File: src/hdl/cba_pkg.sv
`timescale 1ns / 1ps
// ----------------------------------------------------------------------------
// cba_pkg
// Shared types and constants for the contiguous block allocator.
// ----------------------------------------------------------------------------
package cba_pkg;

    localparam int TABLE_ENTRIES_DEF = 64;
    localparam int OP_W              = 3;
    localparam int ENTRY_W           = 7;   // run length / request / count width
    localparam int INDEX_W           = 6;   // block index port width
    localparam int STATUS_W          = 2;
    localparam int COUNT_MAX         = 127;

    typedef enum logic [OP_W-1:0] {
        OP_ALLOC = 3'd0,
        OP_FREE  = 3'd1,
        OP_QUERY = 3'd2,
        OP_COUNT = 3'd3,
        OP_CLEAR = 3'd4
    } op_t;

    typedef enum logic [STATUS_W-1:0] {
        ST_OK      = 2'd0,
        ST_NOSPACE = 2'd1,
        ST_ZERO    = 2'd2
    } status_t;

    typedef enum logic [2:0] {
        S_SWEEP,
        S_IDLE,
        S_SCAN,
        S_MARK,
        S_RD,
        S_LEN,
        S_CLR
    } state_t;

    typedef struct packed {
        logic                 valid;
        status_t              status;
        logic [INDEX_W-1:0]   start;
        logic [ENTRY_W-1:0]   count;
    } res_t;

endpackage

File: src/hdl/cba_ram.sv
`timescale 1ns / 1ps
// ----------------------------------------------------------------------------
// cba_ram
// Run table storage: one write port, one read port, registered read data.
// ----------------------------------------------------------------------------
module cba_ram #(
    parameter int DEPTH = cba_pkg::TABLE_ENTRIES_DEF
) (
    input  logic                              clk,
    input  logic                              rd_en,
    input  logic [$clog2(DEPTH)-1:0]          rd_addr,
    output logic [cba_pkg::ENTRY_W-1:0]       rd_data,
    input  logic                              wr_en,
    input  logic [$clog2(DEPTH)-1:0]          wr_addr,
    input  logic [cba_pkg::ENTRY_W-1:0]       wr_data
);
    import cba_pkg::*;

    logic [ENTRY_W-1:0] mem [DEPTH];

    always_ff @(posedge clk)
    begin
        if (wr_en)
        begin
            mem[wr_addr] <= wr_data;
        end
    end

    always_ff @(posedge clk)
    begin
        if (rd_en)
        begin
            rd_data <= mem[rd_addr];
        end
    end

endmodule

File: src/hdl/cba_ctrl.sv
`timescale 1ns / 1ps
// ----------------------------------------------------------------------------
// cba_ctrl
// Sequencer: scans, marks, clears and reads the run table one entry a cycle.
// ----------------------------------------------------------------------------
module cba_ctrl #(
    parameter int TABLE_ENTRIES = cba_pkg::TABLE_ENTRIES_DEF
) (
    input  logic                                clk,
    input  logic                                rst_n,
    input  logic                                start,
    input  logic [cba_pkg::OP_W-1:0]            op,
    input  logic [cba_pkg::ENTRY_W-1:0]         request_count,
    input  logic [cba_pkg::INDEX_W-1:0]         block_index,
    output logic                                busy,
    output cba_pkg::res_t                       res,
    output logic                                rd_en,
    output logic [$clog2(TABLE_ENTRIES)-1:0]    rd_addr,
    input  logic [cba_pkg::ENTRY_W-1:0]         rd_data,
    output logic                                wr_en,
    output logic [$clog2(TABLE_ENTRIES)-1:0]    wr_addr,
    output logic [cba_pkg::ENTRY_W-1:0]         wr_data
);
    import cba_pkg::*;

    localparam int IDX_W = $clog2(TABLE_ENTRIES);
    localparam int CNT_W = $clog2(TABLE_ENTRIES + 1);
    localparam int CMP_W = (CNT_W > ENTRY_W) ? CNT_W : ENTRY_W;
    localparam logic [IDX_W-1:0] LAST_IDX = IDX_W'(TABLE_ENTRIES - 1);

    state_t             state_reg, state_next;
    op_t                op_reg, op_next;
    logic [ENTRY_W-1:0] req_reg, req_next;
    logic [IDX_W-1:0]   ptr_reg, ptr_next;
    logic               issue_reg, issue_next;
    logic               rdv_reg, rdv_next;
    logic [IDX_W-1:0]   rpos_reg, rpos_next;
    logic [CNT_W-1:0]   run_reg, run_next;
    logic [CMP_W-1:0]   rem_reg, rem_next;
    logic               report_reg, report_next;

    logic [CNT_W-1:0]   run_new;
    logic [CNT_W-1:0]   cnt_new;
    logic               entry_free;
    logic               idx_ok;

    always_ff @(posedge clk or negedge rst_n)
    begin
        if (!rst_n)
        begin
            state_reg  <= S_SWEEP;
            op_reg     <= OP_ALLOC;
            req_reg    <= '0;
            ptr_reg    <= '0;
            issue_reg  <= 1'b0;
            rdv_reg    <= 1'b0;
            rpos_reg   <= '0;
            run_reg    <= '0;
            rem_reg    <= '0;
            report_reg <= 1'b0;
        end
        else
        begin
            state_reg  <= state_next;
            op_reg     <= op_next;
            req_reg    <= req_next;
            ptr_reg    <= ptr_next;
            issue_reg  <= issue_next;
            rdv_reg    <= rdv_next;
            rpos_reg   <= rpos_next;
            run_reg    <= run_next;
            rem_reg    <= rem_next;
            report_reg <= report_next;
        end
    end

    assign entry_free = (rd_data == '0);
    assign run_new    = entry_free ? run_reg + 1'b1 : '0;
    assign cnt_new    = entry_free ? run_reg + 1'b1 : run_reg;
    assign idx_ok     = int'(block_index) < TABLE_ENTRIES;
    assign busy       = (state_reg != S_IDLE);

    always_comb
    begin
        state_next  = state_reg;
        op_next     = op_reg;
        req_next    = req_reg;
        ptr_next    = ptr_reg;
        issue_next  = issue_reg;
        rdv_next    = 1'b0;
        rpos_next   = rpos_reg;
        run_next    = run_reg;
        rem_next    = rem_reg;
        report_next = report_reg;

        rd_en   = 1'b0;
        rd_addr = ptr_reg;
        wr_en   = 1'b0;
        wr_addr = ptr_reg;
        wr_data = '0;

        res        = '0;
        res.status = ST_OK;

        case (state_reg)
            S_SWEEP:
            begin
                wr_en    = 1'b1;
                ptr_next = ptr_reg + 1'b1;
                if (ptr_reg == LAST_IDX)
                begin
                    state_next  = S_IDLE;
                    res.valid   = report_reg;
                    report_next = 1'b0;
                end
            end

            S_IDLE:
            begin
                if (start)
                begin
                    op_next  = op_t'(op);
                    req_next = request_count;
                    case (op_t'(op))
                        OP_ALLOC:
                        begin
                            if (request_count == '0)
                            begin
                                res.valid  = 1'b1;
                                res.status = ST_ZERO;
                            end
                            else
                            begin
                                state_next = S_SCAN;
                                ptr_next   = LAST_IDX;
                                issue_next = 1'b1;
                                run_next   = '0;
                            end
                        end
                        OP_COUNT:
                        begin
                            state_next = S_SCAN;
                            ptr_next   = LAST_IDX;
                            issue_next = 1'b1;
                            run_next   = '0;
                        end
                        OP_FREE, OP_QUERY:
                        begin
                            if (idx_ok)
                            begin
                                state_next = S_RD;
                                ptr_next   = IDX_W'(block_index);
                            end
                            else
                            begin
                                res.valid = 1'b1;
                            end
                        end
                        OP_CLEAR:
                        begin
                            state_next  = S_SWEEP;
                            ptr_next    = '0;
                            report_next = 1'b1;
                        end
                        default:
                        begin
                            res.valid = 1'b1;
                        end
                    endcase
                end
            end

            S_SCAN:
            begin
                // each read is evaluated in the cycle after it is issued
                rd_en     = issue_reg;
                rdv_next  = issue_reg;
                rpos_next = ptr_reg;
                if (issue_reg)
                begin
                    ptr_next = ptr_reg - 1'b1;
                    if (ptr_reg == '0)
                    begin
                        issue_next = 1'b0;
                    end
                end
                if (rdv_reg)
                begin
                    if (op_reg == OP_ALLOC)
                    begin
                        run_next = run_new;
                        if (CMP_W'(run_new) == CMP_W'(req_reg))
                        begin
                            state_next = S_MARK;
                            ptr_next   = rpos_reg;
                            rpos_next  = rpos_reg;
                            rem_next   = CMP_W'(req_reg);
                            issue_next = 1'b0;
                            rdv_next   = 1'b0;
                        end
                        else if (rpos_reg == '0)
                        begin
                            state_next = S_IDLE;
                            res.valid  = 1'b1;
                            res.status = ST_NOSPACE;
                        end
                    end
                    else
                    begin
                        run_next = cnt_new;
                        if (rpos_reg == '0)
                        begin
                            state_next = S_IDLE;
                            res.valid  = 1'b1;
                            if (CMP_W'(cnt_new) > CMP_W'(COUNT_MAX))
                            begin
                                res.count = ENTRY_W'(COUNT_MAX);
                            end
                            else
                            begin
                                res.count = ENTRY_W'(cnt_new);
                            end
                        end
                    end
                end
            end

            S_MARK:
            begin
                wr_en    = 1'b1;
                wr_data  = req_reg;
                ptr_next = ptr_reg + 1'b1;
                rem_next = rem_reg - 1'b1;
                if (rem_reg == CMP_W'(1))
                begin
                    state_next = S_IDLE;
                    res.valid  = 1'b1;
                    res.start  = INDEX_W'(rpos_reg);
                end
            end

            S_RD:
            begin
                rd_en      = 1'b1;
                state_next = S_LEN;
            end

            S_LEN:
            begin
                req_next = rd_data;
                rem_next = CMP_W'(rd_data);
                if (op_reg == OP_QUERY || entry_free)
                begin
                    state_next = S_IDLE;
                    res.valid  = 1'b1;
                    res.count  = rd_data;
                end
                else
                begin
                    state_next = S_CLR;
                end
            end

            S_CLR:
            begin
                // clearing stops at the table end
                wr_en    = 1'b1;
                ptr_next = ptr_reg + 1'b1;
                rem_next = rem_reg - 1'b1;
                if (rem_reg == CMP_W'(1) || ptr_reg == LAST_IDX)
                begin
                    state_next = S_IDLE;
                    res.valid  = 1'b1;
                    res.count  = req_reg;
                end
            end

            default:
            begin
                state_next = S_IDLE;
            end
        endcase
    end

endmodule

File: src/hdl/contiguous_block_allocator.sv
`timescale 1ns / 1ps
// ----------------------------------------------------------------------------
// contiguous_block_allocator
// Run-length status table allocator for a pool of TABLE_ENTRIES blocks.
//
// A request is taken when start is high and busy is low. Ops: allocate,
// free, query run length, count free entries, clear table. One result per
// request shows on status/start_index/count_out for a single cycle with
// done high; the receiver cannot stall it, so it must take it then.
// Steps per op, through the one table read port and the one write port:
//   allocate: a top-down scan until the run fits, then one write per marked block
//   free:     a read of the entry, then one write per cleared block; query: a read
//   count:    a scan of the whole table; clear table: a write to every entry
//   zero-size allocate, out-of-range index, unused op: answered with no table access
// One request is in flight at a time; busy is high while it runs.
// After reset the table is swept to zero with busy high;
// no result is given for that sweep.
// ----------------------------------------------------------------------------
module contiguous_block_allocator #(
    parameter int TABLE_ENTRIES = cba_pkg::TABLE_ENTRIES_DEF
) (
    input  logic                            clk,
    input  logic                            rst_n,
    input  logic                            start,
    output logic                            busy,
    input  logic [cba_pkg::OP_W-1:0]        op,
    input  logic [cba_pkg::ENTRY_W-1:0]     request_count,
    input  logic [cba_pkg::INDEX_W-1:0]     block_index,
    output logic                            done,
    output logic [cba_pkg::STATUS_W-1:0]    status,
    output logic [cba_pkg::INDEX_W-1:0]     start_index,
    output logic [cba_pkg::ENTRY_W-1:0]     count_out
);
    import cba_pkg::*;

    localparam int IDX_W = $clog2(TABLE_ENTRIES);

    res_t               res;
    logic               rd_en;
    logic [IDX_W-1:0]   rd_addr;
    logic [ENTRY_W-1:0] rd_data;
    logic               wr_en;
    logic [IDX_W-1:0]   wr_addr;
    logic [ENTRY_W-1:0] wr_data;

    logic                done_reg;
    logic [STATUS_W-1:0] status_reg;
    logic [INDEX_W-1:0]  start_reg;
    logic [ENTRY_W-1:0]  count_reg;

    cba_ctrl #(
        .TABLE_ENTRIES (TABLE_ENTRIES)
    ) u_ctrl (
        .clk           (clk),
        .rst_n         (rst_n),
        .start         (start),
        .op            (op),
        .request_count (request_count),
        .block_index   (block_index),
        .busy          (busy),
        .res           (res),
        .rd_en         (rd_en),
        .rd_addr       (rd_addr),
        .rd_data       (rd_data),
        .wr_en         (wr_en),
        .wr_addr       (wr_addr),
        .wr_data       (wr_data)
    );

    cba_ram #(
        .DEPTH (TABLE_ENTRIES)
    ) u_ram (
        .clk     (clk),
        .rd_en   (rd_en),
        .rd_addr (rd_addr),
        .rd_data (rd_data),
        .wr_en   (wr_en),
        .wr_addr (wr_addr),
        .wr_data (wr_data)
    );

    always_ff @(posedge clk or negedge rst_n)
    begin
        if (!rst_n)
        begin
            done_reg   <= 1'b0;
            status_reg <= '0;
            start_reg  <= '0;
            count_reg  <= '0;
        end
        else
        begin
            done_reg <= res.valid;
            if (res.valid)
            begin
                status_reg <= res.status;
                start_reg  <= res.start;
                count_reg  <= res.count;
            end
        end
    end

    assign done        = done_reg;
    assign status      = status_reg;
    assign start_index = start_reg;
    assign count_out   = count_reg;

    // result strobe only comes once the sequencer is back to idle
    a_done_idle: assert property (@(posedge clk) disable iff (!rst_n)
        done |-> !busy)
        else $error("result while sequencer busy");

    a_zero_req: assert property (@(posedge clk) disable iff (!rst_n)
        (start && !busy && op == OP_ALLOC && request_count == '0)
            |=> (done && status == ST_ZERO))
        else $error("zero-size allocate not rejected at once");

    a_unused_op: assert property (@(posedge clk) disable iff (!rst_n)
        (start && !busy && op > OP_CLEAR)
            |=> (done && status == ST_OK && count_out == '0 && start_index == '0))
        else $error("unused op gave a non-empty result");

    a_fail_fields: assert property (@(posedge clk) disable iff (!rst_n)
        (done && status != ST_OK) |-> (start_index == '0 && count_out == '0))
        else $error("failed allocate carries data");

endmodule

File: config.mk
export PLATFORM = sky130hd
export DESIGN_NAME = contiguous_block_allocator
export DESIGN_NICKNAME = d
export VERILOG_FILES = /design/src/hdl/cba_pkg.sv /design/src/hdl/cba_ram.sv /design/src/hdl/cba_ctrl.sv /design/src/hdl/contiguous_block_allocator.sv
export SDC_FILE = /design/constraint.sdc
export NUM_CORES = 1
export LEC_CHECK = 0
export BUFFER_PORTS_ARGS = -buffer_cell sky130_fd_sc_hd__buf_4
export CAP_MARGIN = 10
export CORE_UTILIZATION = 56
export DETAILED_ROUTE_END_ITERATION = 8
export GPL_ROUTABILITY_DRIVEN = 0
export PLACE_DENSITY_LB_ADDON = 0.08
export REMOVE_ABC_BUFFERS = 1
export SLEW_MARGIN = 5
export SYNTH_ARGS = -nofsm -noshare
export SYNTH_HDL_FRONTEND = slang
export SYNTH_SLANG_ARGS = --single-unit
File: constraint.sdc
create_clock -name clk -period 3.8 [get_ports clk]
set_input_delay 0.38 -clock clk [delete_from_list [all_inputs] [get_ports clk]]
set_output_delay 0.38 -clock clk [all_outputs]
set_load 0.02 [all_outputs]
==> results of run 1 <==
where the power goes:
group,switching [mW],internal (mW)
combinational,3.76,1.72
clock,2.08,2.81
sequential,0.508,7.21
total,6.34,11.7
worst min-delay path by stage:
stage	startpoint	to	slack [ns]	depth (start not counted)
floorplan	rst_n	count_out[0]	0.08	0
global placement	count_out[6]	count_out[6]	0.47	1
detailed placement	count_out[6]	count_out[6]	0.47	1
CTS	op[0]	u_ctrl.op_reg[0]	0.008	3
global route	op[1]	u_ctrl.op_reg[1]	0.04	3
finish	op[1]	u_ctrl.op_reg[1]	0.03	3
worst register-to-register path: stages, from the launching register on:
cell and delay (ns):
edfxtp_1 0.46, nor4_2 0.33, nand2_1 0.33, inv_1 0.42, ha_1 0.26, xor2_1 0.20, nor2_1 0.07, nand2_1 0.07
a2111o_1 0.47, and2_1 0.37, mux2_1 0.35
what timing repair did:
| item | 4_1_cts | 5_1_grt |
|---|---|---|
| hold buffers | 1 | 0 |
| gates resized for setup | 0 | 0 |
| hold endpoints to repair | 58 | 0 |
routing by layer:
layer  wire length (um)  up-vias  track usage
li1                   -     5788            -
met5                  0        -            0
met4               1330        0      0.07966
met3               4650       91      0.04888
met2              25850      632       0.4741
met1              22460     6724       0.4096
cells by family after synthesis:
group,count (synthesis),share of synthesized area
DFF,513,0.7333
adders and majority gates,8,0.004735
muxes,16,0.008256
AOI/OAI and AO/OA,416,0.1514
and+or+nand+nor,326,0.07078
buffers and inverters,110,0.02173
xor gates and xnor gates,23,0.009774
final cells by class:
| type | count | area (sq um) |
|---|---|---|
| Inverter | 17 | 63.81 |
| Clock inverter | 23 | 229.0 |
| Timing Repair Buffer | 98 | 850.8 |
| Sequential cell | 513 | 15110 |
| Clock buffer | 71 | 1381 |
| Multi-Input combinational cell | 789 | 5090 |
| Fill cell | 2547 | 12610 |
| Tap cell | 461 | 576.8 |
cells in the final DEF (no fill, tap or decap), types with 7 or more instances in the layout:
cell type	instances
edfxtp_1	455
a22oi_1	202
nor2_1	111
nand2_1	110
buf_4	88
dfrtp_1	58
clkbuf_16	51
o21ai_0	43
a41oi_1	42
a31oi_1	21
a22o_1	20
nand3_1	18
nor4_1	18
clkbuf_1	17
a21oi_1	16
inv_1	15
xnor2_1	15
nor3_1	14
a221oi_1	13
clkinv_1	11
and3_1	11
buf_12	9
xor2_1	8
a221o_1	8
mux2i_1	8
ha_1	7
clkinv_2	7
==> results.yml, run 1 <==
cells_and_area:
  diodes: 0
  finalInstanceArea_sq_um: 23310
  layoutNonFillerInstCount: 1972
  drive_gt1_frac: 0.1271
  regMostFlops: "u_ram.mem"
  final_util: 0.6489
  layout.nets: 1496
  areaGrowthSynthToFinish_pct: 13.08
  largest_reg_flops: 448
clock_tree:
  ctsHtreeMaxLevel: 2
  clk_pin_slew_ns: 0.06
  clock_sinks: 513
  clockRootBuffer: "clkbuf_16"
  cts_tree: "built"
  cts_buffers: 51
  max-clock-path-buffers: 3
  clkLatencyLatePin_ns: 0.60
  cts_setup_buffers: 0
floorplanning:
  start_util: 0.5739
  dieArea_sq_um: 37580
  num_rows: 69
  dieWidth_um: 193.8
  io_pins: 36
  die_h_um: 193.8
  core_sq_um: 35910
setup_path:
  cp-startpoint: "u_ram.rd_data[2]"
  worstPathArrival_ns: 3.92
  path_class: "flip-flop to flip-flop"
  rr_endpoint: "u_ctrl.rpos_reg[1]"
  end_kind: "flip-flop"
  rr_startpoint: "u_ram.rd_data[2]"
  reg2reg_depth: 10
  crit_top_cell: "nand2_1"
  start_kind: "flip-flop"
  crit_cells: 10
  crit_end: "u_ctrl.rpos_reg[1]"
  crit_family: "simple AND/OR/NAND/NOR gates"
  crit_path_max_incr_delay_ns: 0.47
  worstPathRequired_ns: 4.26
  path_max_fanout: 15
  cp_num_buf_inv: 1
  slowest_stage: "a2111o_1"
  r2r_slack_ns: 0.34
  path_cells: "nor4_2 > nand2_1 > inv_1 > ha_1 > xor2_1 > nor2_1 > nand2_1 > a2111o_1 > and2_1 > mux2_1"
route:
  via_per_inst: 6.711
  ant_nets: 0
  drc_errors: 0
  num_vias: 13235
  route.final.wire_length_um: 54290
  dr.pass1.iters: 6
  drt-initial-drc-count: 1362
  wl_per_cell_um: 27.53
placed_design:
  dp_hpwl_um: 32460
  post-place-cells: 1877
  io_buffers: 35
  placed_area_sq_um: 21690
  pre_cts_slack_ns: 0.4039
outcome:
  status: "completed"
yosys:
  synth_common_cells: "edfxtp_1 (455), a22oi_1 (202), nor2_1 (111)"
  ys_warn_count: 0
  synth.avg_cell_area_sq_um: 14.60
  yosysUniqueCellTypes: 67
  synth.largest_area_cell: "edfxtp_1"
  synth_edf_count: 455
  synthTopCellsByArea: "edfxtp_1 (66%), a22oi_1 (7.4%), dfrtp_1 (7.0%)"
  ys_dominant_reg_cell: "edfxtp_1"
  ys_ff_latch: 513
  yosysMostFrequentCell: "edfxtp_1"
  synthCells: 1412
  synth-async-reset-ratio: 0.1131
  ys_seq_area_frac: 0.7333
  netlist.area_leader.share: 0.6629
  syn-cell-area_sq_um: 20610
min_path:
  min_path_type: "input pin to flip-flop"
sta:
  fin_hold_ws_ns: 0.02560
  fmax_ghz: 0.2888
  final-hold-violation-count: 0
  worstMarginPinSlew_ns: 0.8948
  period_needed_ns: 3.463
  finalClockSkew_ns: 0.01649
  tns_ns: 0
  rsz0062_at_grt: "false"
  setup_ws_ns: 0.3374
  slew_violations: 0
  slew_headroom: 0.4013
  fin_crit_sh: 0.9112
  setup_violations: 0
grt:
  grt_pass1_wl_um: 81070
  grt_pass1_vias: 12555
  grt_usage: 0.2911
  overflow: 0
  antenna_found_initial: 0
  grt_max_degree: 65
job:
  maxCapViolCount: 0
power:
  p_leak_nw: 7.786
  power_density_nw_per_um2: 775.6
  totalPowerFinal_mw: 18.08
  vdd_drop_max_v: 0.0006523
No activity file was read; power rests on OpenSTA's default activity.
==> run 2: changes to the inputs <==
--- a/config.mk
+++ b/config.mk
@@ -7,12 +7,15 @@
 export LEC_CHECK = 0
 export BUFFER_PORTS_ARGS = -buffer_cell sky130_fd_sc_hd__buf_4
 export CAP_MARGIN = 10
-export CORE_UTILIZATION = 56
+export CORE_UTILIZATION = 57
 export DETAILED_ROUTE_END_ITERATION = 8
 export GPL_ROUTABILITY_DRIVEN = 0
 export PLACE_DENSITY_LB_ADDON = 0.08
+export RECOVER_POWER = 25
 export REMOVE_ABC_BUFFERS = 1
+export SKIP_CTS_REPAIR_TIMING = 1
 export SLEW_MARGIN = 5
 export SYNTH_ARGS = -nofsm -noshare
 export SYNTH_HDL_FRONTEND = slang
+export SYNTH_HIERARCHICAL = 1
 export SYNTH_SLANG_ARGS = --single-unit
==> run 2 against run 1 <==
Against the previous run:
- the run now ends with capacitance limit, slew limit left
- hold slack improved by 0.045 ns
- clock skew up 0.0076 ns
- critical path depth fell by 4
- combinational power up 2%
- cell count up 0.30%
- core utilization rose by 0.67 points
- power decreased by 1.2%
- critical path type unchanged
- critical endpoint is now u_ram/mem[18][2]
- largest cell class unchanged
==> results.yml, run 2 <==
clock_tree:
  cts_buffers: 52
  clk_pin_slew_ns: 0.06
  cts_tree: "built"
  ctsHtreeMaxLevel: 2
  clkLatencyLatePin_ns: 0.61
  clock_sinks: 513
  clockRootBuffer: "clkbuf_16"
  max-clock-path-buffers: 3
floorplanning:
  num_rows: 71
  start_util: 0.5841
  io_pins: 36
  die_h_um: 199.2
  dieArea_sq_um: 39660
  core_sq_um: 37930
  dieWidth_um: 199.2
power:
  p_seq_frac: 0.411
  totalPowerFinal_mw: 17.85
  vdd_drop_max_v: 0.0005218
  p_comb_frac: 0.312
  power_density_nw_per_um2: 717.9
  power_frac_clock: 0.277
  p_leak_nw: 8.402
  switching_share: 0.3316
  p_sw_mw: 5.921
  intPower_mw: 11.93
sta:
  period_needed_ns: 3.423
  fmax_ghz: 0.2922
  final-hold-violation-count: 0
  finalClockSkew_ns: 0.02412
  setup_violations: 0
  slew_headroom: -0.006019
  fin_hold_ws_ns: 0.07041
  rsz0062_at_grt: "false"
  setup_ws_ns: 0.3772
  worstMarginPinSlew_ns: 1.509
  fin_crit_sh: 0.9007
  slew_violations: 59
yosys:
  ys_ff_latch: 513
  ys_warn_count: 6
  ys_seq_area_frac: 0.6821
  synth.avg_cell_area_sq_um: 16.56
  yosysUniqueCellTypes: 74
  synthCells: 1338
  synth_edf_count: 455
  netlist.area_leader.share: 0.6166
  synthTopCellsByArea: "edfxtp_1 (62%), mux4_2 (11%), dfrtp_1 (6.6%)"
  synth_common_cells: "edfxtp_1 (455), nor2_1 (115), mux4_2 (112)"
  synth.largest_area_cell: "edfxtp_1"
  synth-async-reset-ratio: 0.1131
  ys_dominant_reg_cell: "edfxtp_1"
  syn-cell-area_sq_um: 22160
  yosysMostFrequentCell: "edfxtp_1"
cells_and_area:
  final_common_cell: "edfxtp_1"
  regMostFlops: "u_ram/mem"
  final_cell_mix: "edfxtp_1 (455), nor2_1 (113), mux4_2 (112), buf_4 (87), dfrtp_1 (55)"
  drive_gt1_frac: 0.2297
  finalInstanceArea_sq_um: 24870
  largest_reg_flops: 448
  areaGrowthSynthToFinish_pct: 12.25
  diodes: 0
  final_util: 0.6557
  layout.nets: 1455
grt:
  grt_max_degree: 65
  grt_pass1_vias: 12314
  antenna_found_initial: 0
  grt_pass1_wl_um: 77680
  overflow: 0
  grt_usage: 0.2697
setup_path:
  end_kind: "flip-flop"
  worstPathRequired_ns: 4.11
  rr_startpoint: "u_ctrl/state_reg[2]"
  cp-startpoint: "u_ctrl/state_reg[2]"
  start_kind: "flip-flop"
  r2r_slack_ns: 0.38
  path_class: "flip-flop to flip-flop"
  rr_endpoint: "u_ram/mem[18][2]"
  reg2reg_depth: 6
  path_max_fanout: 30
  worstPathArrival_ns: 3.73
  crit_end: "u_ram/mem[18][2]"
job:
  maxCapViolCount: 1
placed_design:
  placed_area_sq_um: 23350
  dp_hpwl_um: 32720
  pre_cts_slack_ns: 0.4562
  io_buffers: 35
outcome:
  violations: "capacitance limit, slew limit"
  status: "complete, but fails checks"
route:
  route.final.wire_length_um: 51390
  num_vias: 12611
  drt-initial-drc-count: 1253
  via_per_inst: 6.376
  dr.pass1.iters: 5
  drc_errors: 0
  ant_nets: 0
  wl_per_cell_um: 25.98
min_path:
  min_path_type: "input pin to flip-flop"
[run 2: cell count changes in the layout (fill, tap and decap cells not counted), sizes merged, moves of 12 or more]
cell | before | now
clkbuf | 71 | 95
o22ai | 5 | 22
mux4 | 0 | 112
a22o | 20 | 6
mux2i | 8 | 30
a22oi | 202 | 15
and2 | 8 | 20
nand2 | 110 | 48
mux2 | 8 | 27
a31oi | 21 | 2
a41oi | 42 | 2
[run 2: worst min path at each step]
stage,slack [ns],to,cells after the start,startpoint
2_1_floorplan,0.08,count_out[0],0,rst_n
5_1_grt,0.07,u_ctrl/req_reg[4],3,request_count[4]
4_1_cts,-0.12,u_ctrl/rem_reg[4],1,rst_n
3_3_place_gp,0.49,count_out[6],1,count_out[6]
6_report,0.07,u_ctrl/op_reg[0],2,op[0]
3_5_place_dp,0.50,u_ctrl/req_reg[1],1,rst_n
[run 2: per-layer routing]
metal  track usage  vias up  part of all wire  wire, um
li1              -     5521                 -         -
met1        0.3963     6483              0.43     21970
met2        0.4237      518              0.48     24600
met3       0.03629       89             0.069      3528
met4       0.08319        0             0.025      1285
met5             0        -                 0         0
[run 2: per-stage QoR]
stage	std cells	setup TNS, ns
finish	1978	0
global route	1978	0
CTS	1977	0
detailed placement	1886	0
global placement	1886	0
floorplan	1251	-715.23
[run 2: power groups by stage]
stage	sequential (mW)	combinational, mW	clock [mW]
floorplan	7.75	3.52	0
global placement	7.43	5.52	0
detailed placement	7.44	5.59	0
CTS	7.33	5.61	5.01
global route	7.40	5.96	5.22
finish	7.34	5.57	4.94
[run 2: critical path, cell delays in order (launching register included)]
cell and delay, ns:
dfrtp_1 0.47, clkbuf_1 0.32, clkinv_1 0.29, nand3_1 0.13
clkbuf_1 0.21, nor2_2 1.03, clkbuf_1 0.64
[run 2: logic make-up (layout without fill, tap and decap cells)]
kind of cell	after synthesis	in the layout	share of synthesized area
multiplexers	169	169	0.1437
AND/OR/NAND/NOR	314	314	0.07251
adder cells (fa/ha/maj)	6	6	0.003388
buffers and inverters	105	234	0.02439
flip-flops	513	513	0.6821
AO/OA/AOI/OAI	207	207	0.06443
XOR/XNOR	24	24	0.009487
[run 2: area by class of cell]
cell class                      instances  area (sq um)
Sequential cell                       513         15130
Fill cell                            2626         13060
Multi-Input combinational cell        720          6519
Clock buffer                           63          1343
Timing Repair Buffer                  125         887.1
Tap cell                              511         639.4
Clock inverter                         28         290.3
Inverter                               18         67.56
